[config.mk]
export PLATFORM = sky130hd
export DESIGN_NAME = w256_mul
export DESIGN_NICKNAME = d
export VERILOG_FILES = /design/src/hdl/w256_pkg.sv /design/src/hdl/w256_mul.sv
export SDC_FILE = /design/constraint.sdc
export NUM_CORES = 2
export LEC_CHECK = 0
export ABC_AREA = 1
export BUFFER_PORTS_ARGS = -buffer_cell sky130_fd_sc_hd__buf_4
export CORE_UTILIZATION = 55
export DETAILED_ROUTE_END_ITERATION = 10
export PLACE_DENSITY = 0.75
export SLEW_MARGIN = 40
export SYNTH_ARGS = -nofsm -noshare
export SYNTH_HDL_FRONTEND = slang
export SYNTH_SLANG_ARGS = --single-unit
[constraint.sdc]
create_clock -name i_clk -period 21.9 [get_ports i_clk]
set_input_delay 2.19 -clock i_clk [delete_from_list [all_inputs] [get_ports i_clk]]
set_output_delay 2.19 -clock i_clk [all_outputs]
set_load 0.1 [all_outputs]
[src/hdl/w256_pkg.sv]
// Package for the 256-bit arithmetic unit: operation codes, state encoding, constants.
`default_nettype none
package w256_pkg;
    localparam int unsigned DefWordBytes = 32;
    localparam int unsigned PortBits     = 256;

    typedef enum logic [2:0] {
        FN_ADD  = 3'd0,
        FN_SUB  = 3'd1,
        FN_MUL  = 3'd2,
        FN_UDIV = 3'd3,
        FN_SDIV = 3'd4,
        FN_UMOD = 3'd5,
        FN_SMOD = 3'd6,
        FN_EXP  = 3'd7
    } t_func;

    typedef enum logic [3:0] {
        ST_IDLE,
        ST_PREP,
        ST_DIV,
        ST_FIX,
        ST_MUL,
        ST_ESQ,
        ST_EMUL,
        ST_ENEXT,
        ST_OUT
    } t_state;

    // Control from the sequencer to the shared multiplier
    typedef struct packed {
        logic start;
    } t_mul_ctl;
endpackage
`default_nettype wire

[src/hdl/w256_mul.sv]
// Shift-and-add multiplier, modulo 2^W, four multiplier bits per cycle.
`default_nettype none
module w256_mul
    import w256_pkg::*;
#(
    parameter int unsigned W = 256
) (
    input  wire logic         i_clk,
    input  wire logic         i_rst_n,
    input  wire t_mul_ctl     i_ctl,
    input  wire logic [W-1:0] i_x,
    input  wire logic [W-1:0] i_y,
    output logic              o_done,
    output logic [W-1:0]      o_p
);
    localparam int unsigned Steps = (W + 3) / 4;
    localparam int unsigned CW    = $clog2(Steps + 1);

    logic [W-1:0]  r_acc, n_acc;
    logic [W-1:0]  r_mc, n_mc;
    logic [W-1:0]  r_ml, n_ml;
    logic [CW-1:0] r_cnt, n_cnt;
    logic          r_busy, n_busy;
    logic          r_done, n_done;

    // One radix-16 step: add up to four shifted multiplicands
    always_comb begin
        n_acc  = r_acc;
        n_mc   = r_mc;
        n_ml   = r_ml;
        n_cnt  = r_cnt;
        n_busy = r_busy;
        n_done = 1'b0;
        if (i_ctl.start) begin
            n_acc  = '0;
            n_mc   = i_x;
            n_ml   = i_y;
            n_cnt  = CW'(Steps);
            n_busy = 1'b1;
        end else if (r_busy) begin
            n_acc = r_acc + (r_ml[0] ? r_mc : '0) + (r_ml[1] ? (r_mc << 1) : '0)
                  + (r_ml[2] ? (r_mc << 2) : '0) + (r_ml[3] ? (r_mc << 3) : '0);
            n_mc  = r_mc << 4;
            n_ml  = r_ml >> 4;
            n_cnt = r_cnt - 1'b1;
            if (r_cnt == CW'(1)) begin
                n_busy = 1'b0;
                n_done = 1'b1;
            end
        end
    end

    always_ff @(posedge i_clk) begin
        if (!i_rst_n) begin
            r_busy <= 1'b0;
            r_done <= 1'b0;
            r_cnt  <= '0;
        end else begin
            r_busy <= n_busy;
            r_done <= n_done;
            r_cnt  <= n_cnt;
        end
        r_acc <= n_acc;
        r_mc  <= n_mc;
        r_ml  <= n_ml;
    end

    assign o_done = r_done;
    assign o_p    = r_acc;
endmodule
`default_nettype wire

==> impl_metrics.tcl <==
set metrics [dict create \
    cts_tree "yes" \
    clk-insertion-delay-late_ns 0.82 \
    cts.root.buffer_cell "sky130_fd_sc_hd__clkbuf_16" \
    path_buf_inv 7 \
    grt.overflow.total 0 \
    ys_dominant_reg_cell "sky130_fd_sc_hd__edfxtp_1" \
    cts_resized 0 \
    ioPinCount 772 \
    timing.setup.critical_path_class "register to register" \
    synth.avg_cell_area_um2 6.21 \
    post_placement_worst_setup_slack_ns 15.10 \
    data_required_time_at_the_worst_endpoint_ns 22.62 \
    grt_start_max_net_pins 185 \
    route.final.wire_length_um 371000 \
    asyncSetResetFlopFracSynth_pct 0 \
    placeableCoreArea_mm2 0.161 \
    area_growth_syn_to_layout_pct 12.3 \
    final_min_period_over_clock_period_pct 32.0 \
    cts.reportedPaths.clkPinSlew_ns 0.07 \
    port_bufs 771 \
    register_area_mm2 0.0207 \
    remaining_drc_errors 0 \
    die_y_um 406 \
    timing.reg2reg.worst_path_depth 24 \
    final_count_of_negative_setup_slack_endpoints 0 \
    syn-instance-count 14500 \
    launching_instance_or_port_of_the_critical_path "r_ml[1]" \
    antenna_found_initial 37 \
    number_of_flip_flops_and_latches_in_the_synthesized_netlist 777 \
    cts-htree-levels 3 \
    fillCellCount 15500 \
    drtPass1Iterations 9 \
    quantity_of_hold_fixing_buffers_added_after_cts 0 \
    multi_input_area_mm2 0.0521 \
    finalNetCount 16600 \
    place_hpwl_um 306000 \
    syn_area_mm2 0.0898 \
    tritoncts_num_sinks 777 \
    path_delay_family "simple AND/OR/NAND/NOR gates" \
    holdPathStages 1 \
    route.antenna.remaining_nets 0 \
    first_pass_grt_wire_length_um 536000 \
    synth.yosys.warnings 0 \
    tightest_slew_ns 1.01 \
    cpMaxStageDelayCell "sky130_fd_sc_hd__a21oi_1" \
    maxCapViolations 0 \
    yosys.cell_types.count 42 \
    wl_per_cell_um 21.4 \
    worstHoldPathType "register to register" \
    layout_min_cycle_time_ns 7.01 \
    max_freq_mhz 143 \
    place.gp.congestion 1.23 \
    initialDrtViolationCount 10900 \
    finalSetupTns_ns 0 \
    kind_of_start_point_of_the_critical_path "register" \
    result_of_the_run "complete, no violations" \
    post_route_cells_drive_above_1_share_pct 9.01 \
    syn_nets 16000 \
    holdCritStartpoint "r_cnt[6]" \
    finalMaxSlewViolations 0 \
    layout.core_utilization_pct 62.5 \
    chipWidth_um 406 \
    standard_cell_row_count 147 \
    most-common-layout-cells "sky130_fd_sc_hd__nand2_1, sky130_fd_sc_hd__inv_1, sky130_fd_sc_hd__buf_4" \
    r2r-start "r_ml[1]" \
    dpl_cell_area_mm2 0.0976 \
    max_stage_delay_ns 0.80 \
    crit_fanout 128 \
    worst-endpoint-arrival_ns 7.73 \
    via_count 89400 \
    post-route-cell-area_mm2 0.101 \
    hold_viol_final 0 \
    final.setup_skew_ns 0.0777 \
    critical_path_depth 24 \
    setup.worst_path.end_class "register" \
    worst_slew_margin_rel_pct 32.0 \
    synth-edff-count 512 \
    sequential_cell_area_fraction_in_the_yosys_report_pct 23.0 \
    number_of_global_route_vias_before_repair 84000 \
    route.detailed.vias_per_inst 5.16 \
    worstPathCellList "buf_12, buf_6, nand2_1, fa_1, inv_1, fa_1, inv_1, fa_1, inv_1, ha_1, nand2_1, nor2_1, nand2_1, inv_1, nand2_1, nand2_1, a21oi_1, nand3_2, nand2_1, nand3_1, nand2_1, nand3_1, nand2_1, inv_1" \
    ctsLongestPathBuffers 3 \
    global_route.usage.total_pct 44.7 \
    finalWorstSetupSlack_ns 14.89 \
    cts-buffers-inserted 90 \
    floorplan.initialDensity_pct 55.7 \
    critical-path-top-cell-by-count "sky130_fd_sc_hd__nand2_1" \
    final_common_cell "sky130_fd_sc_hd__nand2_1" \
    grt_setup_unrepaired "no" \
    area_of_the_die_mm2 0.165 \
    cts_setup_buffers 0 \
]
==> metal layers <==
metal	part of all wire, %	track usage [%]	vias up
met4	7.6	28.4	24
met3	11	11.3	948
met2	43	67.4	4742
met1	38	57.0	41400
met5	0.043	0	-
li1	-	-	42200
==> Yosys cell counts (28+ instances only) <==
library cell | n | share of area [%]
sky130_fd_sc_hd__xor2_1 | 114 | 1.1
sky130_fd_sc_hd__inv_2 | 132 | 0.55
sky130_fd_sc_hd__nand2_1 | 6095 | 25
sky130_fd_sc_hd__nand3_1 | 268 | 1.5
sky130_fd_sc_hd__nor2_1 | 616 | 2.6
sky130_fd_sc_hd__nand2_2 | 43 | 0.30
sky130_fd_sc_hd__nand4_1 | 38 | 0.26
sky130_fd_sc_hd__fa_1 | 760 | 17
sky130_fd_sc_hd__o21bai_1 | 28 | 0.23
sky130_fd_sc_hd__a21oi_1 | 212 | 1.2
sky130_fd_sc_hd__clkbuf_1 | 293 | 1.2
sky130_fd_sc_hd__o21ai_0 | 360 | 2.0
sky130_fd_sc_hd__nor2_2 | 157 | 1.1
sky130_fd_sc_hd__o21ai_1 | 32 | 0.18
sky130_fd_sc_hd__ha_1 | 257 | 3.6
sky130_fd_sc_hd__dfxtp_1 | 265 | 5.9
sky130_fd_sc_hd__nor3_1 | 29 | 0.16
sky130_fd_sc_hd__edfxtp_1 | 512 | 17
sky130_fd_sc_hd__inv_1 | 4084 | 17
==> flip-flops by register name (all words and copies together) (netlist names) <==
signal and cells:
o_done 1, r_mc 256, r_busy 1, o_p 256, r_cnt 7, r_ml 256
==> logic make-up after synthesis <==
logic type	synth area share, %
DFF	23.0
and+or+nand+nor	32.4
xor gates and xnor gates	1.21
buffers and inverters	18.9
adders and majority gates	20.5
AOI/OAI and AO/OA	3.91
==> metrics by stage <==
| step | hold WS (ns) | std cells |
|---|---|---|
| global placement | 0.455 | 17100 |
| finish | 0.475 | 17300 |
| detailed placement | 0.462 | 17100 |
| CTS | 0.471 | 17300 |
| floorplan | 0.437 | 14500 |
| global route | 0.487 | 17300 |
==> path summary, 6_finish.rpt <==
check | end | slack (ns)
max | o_p[226] | 14.89
min | o_done | 0.47
max reg2reg | o_p[226] | 14.89
min reg2reg | o_done | 0.47
==> layout make-up <==
cell class / instances / area share (%)
well taps: 2160 / 2.68
repair buffers: 815 / 6.21
flip-flops and latches: 777 / 20.5
clock inverters: 40 / 0.583
diodes: 25 / 0.0621
clock buffers: 130 / 2.49
multi-input cells: 9154 / 51.7
inverters: 4219 / 15.7
Power is left out: the tool's default activity adds up to more than one toggle a clock period on the data nets, which glitch-free logic cannot reach.
